$ cat config.mk
export PLATFORM = sky130hd
export DESIGN_NAME = linear_interp_resampler_top
export DESIGN_NICKNAME = d
export VERILOG_FILES = /design/src/rtl/lirs_pkg.sv /design/src/rtl/linear_interp_resampler_top.sv /design/src/rtl/lirs_front.sv /design/src/rtl/lirs_back.sv
export SDC_FILE = /design/constraint.sdc
export NUM_CORES = 1
export LEC_CHECK = 0
export ABC_AREA = 1
export ABC_CLOCK_PERIOD_IN_PS = 18500
export BUFFER_PORTS_ARGS = -buffer_cell sky130_fd_sc_hd__buf_4
export CORE_MARGIN = 2
export CORE_UTILIZATION = 44
export CTS_CLUSTER_DIAMETER = 40
export CTS_CLUSTER_SIZE = 14
export DETAILED_ROUTE_END_ITERATION = 12
export PLACE_DENSITY = 0.7
export SYNTH_ARGS = -nofsm -noshare
export SYNTH_HDL_FRONTEND = slang
export SYNTH_SLANG_ARGS = --single-unit
$ cat constraint.sdc
create_clock -name clock -period 18.5 [get_ports clock]
set_clock_uncertainty 0.15 [all_clocks]
set_input_delay 1.85 -clock clock [delete_from_list [all_inputs] [get_ports clock]]
set_output_delay 1.85 -clock clock [all_outputs]
set_load 0.03 [all_outputs]
$ cat src/rtl/lirs_pkg.sv
// shared types and constants for the linear interpolation resampler
`timescale 1ns / 1ps

package lirs_pkg;

   // block limits
   localparam int MAX_OUTPUTS = 4096;
   localparam int RESULT_CAP  = 64;
   localparam int QDEPTH      = 4;

   // derived widths
   localparam int QPTR_W = $clog2(QDEPTH);
   localparam int QCNT_W = $clog2(QDEPTH + 1);
   localparam int NCNT_W = $clog2(RESULT_CAP + 1);

   localparam logic [12:0]       TOTAL_CAP  = 13'(MAX_OUTPUTS);
   localparam logic [20:0]       MIN_STEP   = 21'd2048;
   localparam logic [12:0]       INDEX_MAX  = 13'd8191;
   localparam logic [NCNT_W-1:0] N_CAP      = NCNT_W'(RESULT_CAP);
   localparam logic [NCNT_W-1:0] N_CAP_LAST = NCNT_W'(RESULT_CAP - 1);

   // configuration register indexes
   localparam logic CSR_PHASE_STEP   = 1'b0;
   localparam logic CSR_OUTPUT_TOTAL = 1'b1;

   // one queued input transaction
   typedef struct packed {
      logic signed [15:0] sample;
      logic               last;
   } item_type;

   // configuration register contents
   typedef struct packed {
      logic [20:0] phase_step;
      logic [12:0] output_total;
   } cfg_type;

   // queue status seen by the top level
   typedef struct packed {
      logic [QCNT_W-1:0] count;
      logic              full;
   } q_status_type;

endpackage

$ cat src/rtl/linear_interp_resampler_top.sv
// top level of the linear interpolation resampler: registers, queue and sequencer
// first result path: an accepted transaction goes through the queue, the sequencer's
//   ST_IDLE and ST_INTERP states and the result register, when its sample pair is complete
// throughput: an input occupies the back-end sequencer through ST_IDLE and ST_INTERP,
//   and ST_FLUSH when it ends the block; one result per cycle while rsp_stall is low, queue 4 deep
// reset: synchronous; empties the queue, clears block state, phase_step to 65536,
//   output_total to 1
`timescale 1ns / 1ps

module linear_interp_resampler_top
   import lirs_pkg::*;
(
   input  logic               clock,
   input  logic               reset,
   input  logic               req_valid,
   output logic               req_stall,
   input  logic signed [15:0] req_in_sample,
   input  logic               req_in_last,
   output logic               rsp_valid,
   input  logic               rsp_stall,
   output logic signed [15:0] rsp_out_sample,
   output logic               rsp_out_last,
   input  logic               csr_we,
   input  logic               csr_index,
   input  logic [20:0]        csr_wdata
);

   cfg_type      cfg_ff, cfg_in;
   logic         q_valid;
   item_type     q_item;
   logic         q_pop;
   q_status_type q_status;

   // configuration register decode
   always_comb begin
      cfg_in = cfg_ff;
      if (csr_we) begin
         unique case (csr_index)
            CSR_PHASE_STEP:   cfg_in.phase_step   = csr_wdata;
            CSR_OUTPUT_TOTAL: cfg_in.output_total = csr_wdata[12:0];
         endcase
      end
   end

   always_ff @(posedge clock) begin
      if (reset) begin
         cfg_ff <= '{phase_step: 21'd65536, output_total: 13'd1};
      end else begin
         cfg_ff <= cfg_in;
      end
   end

   // input queue
   lirs_front u_front (
      .clock         (clock),
      .reset         (reset),
      .req_valid     (req_valid),
      .req_stall     (req_stall),
      .req_in_sample (req_in_sample),
      .req_in_last   (req_in_last),
      .q_valid       (q_valid),
      .q_item        (q_item),
      .q_pop         (q_pop),
      .q_status      (q_status)
   );

   // interpolation sequencer
   lirs_back u_back (
      .clock          (clock),
      .reset          (reset),
      .cfg            (cfg_ff),
      .q_valid        (q_valid),
      .q_item         (q_item),
      .q_pop          (q_pop),
      .rsp_valid      (rsp_valid),
      .rsp_stall      (rsp_stall),
      .rsp_out_sample (rsp_out_sample),
      .rsp_out_last   (rsp_out_last)
   );

   // checks
   a_reset_no_rsp: assert property (@(posedge clock) reset |=> !rsp_valid)
      else $error("result valid right after reset");

   a_queue_bound: assert property (@(posedge clock) disable iff (reset)
      q_status.count <= QCNT_W'(QDEPTH))
      else $error("queue count beyond depth");

   a_push_fills: assert property (@(posedge clock) disable iff (reset)
      (req_valid && !req_stall) |=> (q_status.count != '0))
      else $error("accepted transaction missing from queue");

   a_full_stalls: assert property (@(posedge clock) disable iff (reset)
      (q_status.full && !q_pop) |=> req_stall)
      else $error("full queue not stalling input");

endmodule

$ cat src/rtl/lirs_front.sv
// front end: accepts input transactions into a short queue
`timescale 1ns / 1ps

module lirs_front
   import lirs_pkg::*;
(
   input  logic               clock,
   input  logic               reset,
   input  logic               req_valid,
   output logic               req_stall,
   input  logic signed [15:0] req_in_sample,
   input  logic               req_in_last,
   output logic               q_valid,
   output item_type           q_item,
   input  logic               q_pop,
   output q_status_type       q_status
);

   item_type          mem [QDEPTH];
   logic [QPTR_W-1:0] wr_ptr_ff, wr_ptr_in;
   logic [QPTR_W-1:0] rd_ptr_ff, rd_ptr_in;
   logic [QCNT_W-1:0] count_ff, count_in;
   logic              full;
   logic              push;
   logic              pop;

   // handshake and pointer update
   always_comb begin
      full      = (count_ff == QCNT_W'(QDEPTH));
      push      = req_valid && !full;
      pop       = q_pop && (count_ff != '0);
      wr_ptr_in = push ? QPTR_W'(wr_ptr_ff + 1'b1) : wr_ptr_ff;
      rd_ptr_in = pop ? QPTR_W'(rd_ptr_ff + 1'b1) : rd_ptr_ff;
      count_in  = count_ff;
      if (push && !pop) begin
         count_in = QCNT_W'(count_ff + 1'b1);
      end else if (pop && !push) begin
         count_in = QCNT_W'(count_ff - 1'b1);
      end
   end

   // queue storage
   always_ff @(posedge clock) begin
      if (push) begin
         mem[wr_ptr_ff] <= '{sample: req_in_sample, last: req_in_last};
      end
   end

   // queue control
   always_ff @(posedge clock) begin
      if (reset) begin
         wr_ptr_ff <= '0;
         rd_ptr_ff <= '0;
         count_ff  <= '0;
      end else begin
         wr_ptr_ff <= wr_ptr_in;
         rd_ptr_ff <= rd_ptr_in;
         count_ff  <= count_in;
      end
   end

   assign req_stall = full;
   assign q_valid   = (count_ff != '0);
   assign q_item    = mem[rd_ptr_ff];
   assign q_status  = '{count: count_ff, full: full};

endmodule

$ cat src/rtl/lirs_back.sv
// back end: phase accumulator sequencer that interpolates and flushes
`timescale 1ns / 1ps

module lirs_back
   import lirs_pkg::*;
(
   input  logic               clock,
   input  logic               reset,
   input  cfg_type            cfg,
   input  logic               q_valid,
   input  item_type           q_item,
   output logic               q_pop,
   output logic               rsp_valid,
   input  logic               rsp_stall,
   output logic signed [15:0] rsp_out_sample,
   output logic               rsp_out_last
);

   typedef enum logic [2:0] {
      ST_IDLE   = 3'b001,
      ST_INTERP = 3'b010,
      ST_FLUSH  = 3'b100
   } state_type;

   state_type          state_ff, state_in;
   item_type           cur_ff, cur_in;
   logic signed [15:0] prev_ff, prev_in;
   logic [12:0]        idx_ff, idx_in;
   logic [31:0]        phase_ff, phase_in;
   logic [12:0]        done_ff, done_in;
   logic [NCNT_W-1:0]  n_ff, n_in;
   logic               rsp_valid_ff, rsp_valid_in;
   logic signed [15:0] rsp_sample_ff, rsp_sample_in;
   logic               rsp_last_ff, rsp_last_in;

   logic [12:0]        total;
   logic [20:0]        step;
   logic [12:0]        pair;
   logic [12:0]        done_inc;
   logic               out_free;
   logic               owed;
   logic               interp_go;
   logic signed [16:0] diff;
   logic signed [32:0] prod;
   logic signed [17:0] interp_sum;
   logic [32:0]        phase_sum;
   logic [31:0]        phase_next;

   // effective limits and datapath
   always_comb begin
      total      = (cfg.output_total > TOTAL_CAP) ? TOTAL_CAP : cfg.output_total;
      step       = (cfg.phase_step < MIN_STEP) ? MIN_STEP : cfg.phase_step;
      pair       = 13'(idx_ff - 1'b1);
      done_inc   = 13'(done_ff + 1'b1);
      out_free   = !rsp_valid_ff || !rsp_stall;
      owed       = (done_ff < total) && (n_ff < N_CAP);
      interp_go  = owed && (idx_ff != '0) && (phase_ff[31:16] <= {3'b000, pair});
      diff       = {cur_ff.sample[15], cur_ff.sample} - {prev_ff[15], prev_ff};
      prod       = diff * $signed({1'b0, phase_ff[15:1]});
      interp_sum = {{2{prev_ff[15]}}, prev_ff} + prod[32:15];
      phase_sum  = {1'b0, phase_ff} + {12'b0, step};
      phase_next = phase_sum[32] ? '1 : phase_sum[31:0];
   end

   // sequencer
   always_comb begin
      state_in      = state_ff;
      cur_in        = cur_ff;
      prev_in       = prev_ff;
      idx_in        = idx_ff;
      phase_in      = phase_ff;
      done_in       = done_ff;
      n_in          = n_ff;
      q_pop         = 1'b0;
      rsp_valid_in  = rsp_valid_ff && rsp_stall;
      rsp_sample_in = rsp_sample_ff;
      rsp_last_in   = rsp_last_ff;
      unique case (state_ff)
         ST_IDLE: begin
            if (q_valid) begin
               q_pop    = 1'b1;
               cur_in   = q_item;
               n_in     = '0;
               state_in = ST_INTERP;
            end
         end
         ST_INTERP: begin
            if (interp_go) begin
               if (out_free) begin
                  rsp_valid_in  = 1'b1;
                  rsp_sample_in = interp_sum[15:0];
                  rsp_last_in   = (done_inc == total);
                  done_in       = done_inc;
                  n_in          = NCNT_W'(n_ff + 1'b1);
                  phase_in      = phase_next;
               end
            end else begin
               prev_in  = cur_ff.sample;
               idx_in   = (idx_ff == INDEX_MAX) ? idx_ff : 13'(idx_ff + 1'b1);
               state_in = cur_ff.last ? ST_FLUSH : ST_IDLE;
            end
         end
         ST_FLUSH: begin
            if (owed) begin
               if (out_free) begin
                  rsp_valid_in  = 1'b1;
                  rsp_sample_in = cur_ff.sample;
                  rsp_last_in   = (done_inc == total) || (n_ff == N_CAP_LAST);
                  done_in       = done_inc;
                  n_in          = NCNT_W'(n_ff + 1'b1);
               end
            end else begin
               // block ends: back to the reset state
               prev_in  = '0;
               idx_in   = '0;
               phase_in = '0;
               done_in  = '0;
               state_in = ST_IDLE;
            end
         end
         default: begin
            state_in = ST_IDLE;
         end
      endcase
   end

   // control and block state
   always_ff @(posedge clock) begin
      if (reset) begin
         state_ff     <= ST_IDLE;
         prev_ff      <= '0;
         idx_ff       <= '0;
         phase_ff     <= '0;
         done_ff      <= '0;
         n_ff         <= '0;
         rsp_valid_ff <= 1'b0;
      end else begin
         state_ff     <= state_in;
         prev_ff      <= prev_in;
         idx_ff       <= idx_in;
         phase_ff     <= phase_in;
         done_ff      <= done_in;
         n_ff         <= n_in;
         rsp_valid_ff <= rsp_valid_in;
      end
   end

   // payload registers
   always_ff @(posedge clock) begin
      cur_ff        <= cur_in;
      rsp_sample_ff <= rsp_sample_in;
      rsp_last_ff   <= rsp_last_in;
   end

   assign rsp_valid      = rsp_valid_ff;
   assign rsp_out_sample = rsp_sample_ff;
   assign rsp_out_last   = rsp_last_ff;

endmodule
### Word-level counts from Yosys, hierarchy flattened

Memories as Yosys holds them, arrays and structs flattened. A register that Yosys moved wholly into a read port is not among the register bits.
Index checks and enable logic that the tools add are counted.

* add/subtract/negate cells: 11
* multipliers: 1
* div/mod/pow operators: 0
* order comparisons: 5
* eq/ne operators: 15
* shifts and indexed selects: 0
* mux-type cells: 48
* bitwise operators: 1
* reduce and logical (&&, ||, !) cells: 30

Operator list (number)
* 32-bit two-way mux: 4
* 16-bit two-way mux: 6
* 13-bit two-way mux: 7
* 16-bit one-hot mux with 2 select lines: 2
* 32-bit one-hot mux with 2 select lines: 1
* 13-bit one-hot mux with 2 select lines: 2
* 32-bit by 21-bit adder with 33-bit output: 1
* 17-bit by 16-bit multiplier with 31-bit output: 1
* 7-bit two-way mux: 4
* 13-bit by 1-bit adder with 13-bit output, second input constant: 2
* 21-bit by 12-bit less-than comparator with 1-bit output, second input constant: 1
* 21-bit two-way mux: 1
* 7-bit one-hot mux with 3 select lines: 1
* 3-bit two-way mux: 6
* 16-bit by 16-bit subtractor with 17-bit output: 1
* 16-bit adder: 1
* 16-bit by 13-bit <= comparator with 1-bit output: 1
* 13-bit equality test: 1
* 13-bit equality test, second input constant: 1
* 13-bit > comparator, second input constant: 1
* 13-bit less-than comparator: 1
* 13-bit nonzero test: 1
* 13-bit by 1-bit subtractor with 13-bit output, second input constant: 1
* 4-bit AND reduction: 3
* 23 further kinds: 60

* register bits: 143
* bits in latches: 0
* RAM bits: 68
* ROM bits: 0
* input port bits: 44
* output and inout bits: 19
* word-level logic and storage cells: 126
* memories: 1

Memory list
* u_front.mem: depth 4, width 17, rd ports 1, clocked after Yosys merged registers in 1, wr ports 1, RTL line lirs_front.sv:19 `item_type mem [QDEPTH];`

### Logic depth before layout (Yosys ltp)

* depth after elaboration: 8
* mapped depth: 58
* mapped depth without buffers: 58

### Hierarchy

From an unflattened synthesis, not the netlist that was laid out.

* cell total of the unflattened synthesis: 2993
* area total of the unflattened synthesis: 23520.1 µm²

By module, submodules not included
* lirs_back: times used 1, cells each 2566, area an instance 19090.8 µm², seq. area each 2722.6 µm²
* lirs_front: times used 1, cells each 234, area an instance 3088.0 µm², seq. area each 2222.1 µm²
* linear_interp_resampler_top: times used 1, cells each 193, area an instance 1341.3 µm², seq. area each 680.7 µm²

### Worst setup path after synthesis

OpenSTA, ideal clock, no wires.

* path kind: reg-to-reg
* start: register u_back.cur_ff[1] (netlist bit)
* end: register u_back.rsp_sample_ff[15], in the netlist u_back.rsp_out_sample[15] (data pin)
* setup time: 0.253 ns
* arrival: 8.084 ns
* required time: 18.097 ns
* slack: 10.013 ns
* stages on the path, launching flop included: 46
* path buffers: 0
* clock period less this slack: 8.487 ns
* cells stage by stage: edfxtp_1 > inv_1 > ha_1 > fa_1 > inv_1 > nand2_1 > nand2_1 > nand2_1 > nand2_2 > nand2_1 > nand2_2 > nand2_1 > nand3_2 > nand2_2 > nor2_1 > inv_1 > fa_1 > fa_1 > (+10 left out) > inv_1 > nor3_1 > nand3_1 > o21ai_0 > xor2_1 > ha_1 > a21oi_1 > a21oi_1 > nor2_1 > nand3_1 > nand2_1 > nand3_1 > nand2_1 > nand2_1 > nand2_1 > nand2_1 > nand3_1 > nand2_1

* cells in the longest elaborated chain, start to end: 6

RTL lines
* from (decl): RTL line lirs_back.sv:26 `item_type cur_ff, cur_in;`
* from (signal assigned): RTL line lirs_back.sv:150 `cur_ff <= cur_in;`
* 16-bit by 16-bit subtractor with 17-bit output: RTL line lirs_back.sv:58 `diff = {cur_ff.sample[15], cur_ff.sample} - {prev_ff[15], prev_ff};`
* 17-bit by 16-bit multiplier with 31-bit output: RTL line lirs_back.sv:59 `prod = diff * $signed({1'b0, phase_ff[15:1]});`
* 16-bit adder: RTL line lirs_back.sv:60 `interp_sum = {{2{prev_ff[15]}}, prev_ff} + prod[32:15];`
* 16-bit two-way mux: RTL line lirs_back.sv:89 `if (out_free) begin`
* 16-bit two-way mux: RTL line lirs_back.sv:88 `if (interp_go) begin`
* 16-bit one-hot mux with 2 select lines: RTL line lirs_back.sv:78 `unique case (state_ff)`
* net u_back.rsp_sample_in[15]: RTL line lirs_back.sv:33 `logic signed [15:0] rsp_sample_ff, rsp_sample_in;`
* to (signal assigned): RTL line lirs_back.sv:151 `rsp_sample_ff <= rsp_sample_in;`
* to (decl): RTL line lirs_back.sv:33

The timed path passes the listed nets, and every way through them passes these cells. The select of a mux whose other input is x is not followed.
A chain may end at the register's enable or synchronous reset.

### Final worst setup path

Same ends and word-level chain as after synthesis.

==> impl_metrics.ini <==
[global_route]
grt_pass1_wl_um = 98900
antenna_found_initial = 1
first_global_vias = 19262
grt_max_degree = 66
grt.total_usage_pct = 22.5
gr-total-overflow = 0

[route]
drt-met1-wl_um = 26600
drt_wl_total_um = 59300
wl_met2_um = 27100
dr.pass1.iters = 6
via_count = 19265
topRoutingLayerUsed = met5
drc = 0
drtIter0Drc = 1557
routed_via_density = 5.23
wl_met3_um = 3580
detail_route.wl_per_cell_um = 16.1
postRouteAntennaNets = 0

[critical_path]
crit_slowest_cell = fa_1
crit_path_end_kind = flop
worstReg2RegEnd = u_back.rsp_out_sample[15]
cpLargestDelayFamily = adder cells
cpMostUsedCell = nand2_1
worstRegToRegCells = 45
worstSetupPathType = flop to flop
crit_buf_inv = 7
arrival_ps = 10070
cp-start-kind = flop
cp_slowest_stage_delay_ps = 770
cp.depth = 45
worst-endpoint-required_ps = 18640
timing.rr.start = u_back.cur_ff[1]
path_max_fanout = 9
rrSetupSlack_ps = 8570

[timing]
slew_headroom_pct = 32.5
setup_ws_ps = 8570
hold_viol_final = 0
max_slew.worst_pin.slew_ps = 1010
fin_crit_ps = 9930
setup_viol = 0
grt_setup_unrepaired = no
post-route-period-util_pct = 53.7
fin_tns_setup_ps = 0
slew_violations = 0
timing.fmax_mhz = 101

[layout]
fin_util_pct = 48.2
fin_nets = 3435
fill_cells = 5067
syn_to_final_growth_pct = 8.28
drive_gt1_share_pct = 7.31
layout_common_cells = 536 x inv_1, 498 x nand2_1, 349 x nor2_1, 250 x fa_1, 195 x a21oi_1
antenna-diode-count = 0
final_common_cell = inv_1

[cts]
cts_sinks = 228
clock_path_buffers = 3
cts_resized = 0
post_cts_buffers = 0
clk_pin_slew_ps = 60
cts_hold_buf = 0
cts_root_buf = clkbuf_16
cts_max_level = 1
cts_made_buffers = 28
cts_tree = yes
insertion_delay_ps = 560

[run_status]
status = complete, no violations

[synthesis]
ys_warn_count = 0
synth_cell_type_count = 55
syn_inst = 2959
synthArstFlopShare_pct = 0
synth.top_cell.area_share_pct = 21.4
ys_ff_latch = 228
synth-compound-area-share_pct = 10.4
synth_xor_area_share_pct = 3.30
muxShareOfSynthArea_pct = 0
synth_top_area_cell = fa_1
avgSynthCellArea_um2 = 7.89
synth_edf_count = 102
synth-main-ff-cell = dfxtp_1
synthAdderAreaFrac_pct = 30.4
synthesis.nets = 3420
synth_top_family_by_area = adder cells
synthSimpleGateAreaFrac_pct = 21.0
synth.yosys.seq_area_share_pct = 23.9
synth_area_leaders = fa_1 21%, edfxtp_1 13%, dfxtp_1 11%
synth_area_um2 = 23300

[hold_path]
holdPathStages = 2
holdCritPathClass = flop to flop
hp-start = u_back.phase_ff[30]
holdPathEnd = u_back.phase_ff[30]

[placed_design]
portBuffers = 62
hpwl_um = 46300
routabilityCongestion = 0.914
dp_worst_setup_slack_ps = 8770

[power_and_ir_drop]
power_leakage_nw = 11.7
ir_worst_vdd_uv = 110
powerDensity_nw_per_um2 = 81.7

[die]
die_area_um2 = 54900
rows = 84
initial_core_util_pct = 44.5
die_x_um = 234
core_area_um2 = 52400
fp.dieH_um = 234
io_pins = 63

[job]
drv_cap = 0
sequential cells by signal, summed over array words and instances, names as in the netlist:
signal                 count
u_back.n_ff                7
u_back.rsp_out_last        1
u_front.mem               68
u_back.phase_ff           32
u_front.count_ff           3
u_back.prev_ff            16
u_front.wr_ptr_ff          2
u_back.rsp_valid           1
cfg_ff                    34
u_back.rsp_out_sample     16
u_back.done_ff            13
u_back.idx_ff             13
u_back.state_ff            3
u_front.rd_ptr_ff          2
u_back.cur_ff             17
cell families (layout without fill, tap and decap cells):
kind of cell / after synthesis / after routing
AND/OR/NAND/NOR: 1136 / 1136
buffers and inverters: 648 / 684
AO/OA/AOI/OAI: 442 / 442
adder cells (fa/ha/maj): 417 / 417
flip-flops: 228 / 228
XOR/XNOR: 88 / 88
synth_stat cells (8+ instances only):
library cell / count
nand2_2: 12
fa_1: 250
buf_4: 8
o22ai_1: 19
buf_2: 12
a21oi_1: 195
clkbuf_1: 64
nor2_1: 349
nor3_1: 25
o21ai_1: 8
o21ai_0: 167
ha_1: 167
o21bai_1: 10
or2_2: 37
xnor2_1: 31
inv_1: 537
nand2_1: 498
nand4_1: 69
dfxtp_1: 126
o31ai_2: 9
xor2_1: 57
nand3_1: 107
nor4_1: 10
edfxtp_1: 102
power by group:
group          leakage [nW]  total, mW  internal (mW)  switching [mW]
logic                  9.26      0.890          0.242           0.648
clock network         0.450      0.531          0.297           0.234
registers              1.96      0.643          0.604          0.0386
worst max path at each step:
stage / end / from / slack (ps)
after floorplan: u_back.rsp_out_sample[15] / u_back.cur_ff[1] / 10010
after global placement: u_back.rsp_out_sample[15] / u_back.cur_ff[1] / 8930
after detailed placement: u_back.rsp_out_sample[15] / u_back.cur_ff[1] / 8770
after CTS: u_back.rsp_out_sample[15] / u_back.cur_ff[1] / 8710
after global routing: u_back.rsp_out_sample[15] / u_back.cur_ff[1] / 7890
final: u_back.rsp_out_sample[15] / u_back.cur_ff[1] / 8570
tightest hold or removal path, delay by kind of cell, from the launching register on:
| family | cells | cell delay [ps] |
|---|---|---|
| flops | 1 | 320 |
| simple gates | 2 | 90 |
area by class of cell:
type | instances | area [um^2] | area share [%]
well taps | 688 | 861 | 3.41
clock buffers | 34 | 744 | 2.95
clock inverters | 17 | 171 | 0.678
repair buffers | 81 | 608 | 2.41
flip-flops and latches | 228 | 5590 | 22.1
inverters | 552 | 2080 | 8.24
multi-input cells | 2083 | 15200 | 60.2
layer usage:
metal | global-route usage, % | up-vias
li1 | - | 9418
met1 | 30.9 | 9180
met2 | 36.6 | 549
met3 | 3.30 | 116
met4 | 7.45 | 2
met5 | 0 | -
stage by stage:
stage / instances / hold slack (ps) / power, mW / cell area [um^2]
floorplan: 2959 / 280 / 1.21 / 23300
finish: 3683 / 303 / 2.06 / 25300
global route: 3683 / 329 / 2.18 / 25300
CTS: 3683 / 306 / 2.06 / 25300
detailed placement: 3632 / 295 / 1.53 / 24400
global placement: 3632 / 294 / 1.51 / 24400
Power figures use the tool's default switching activity.
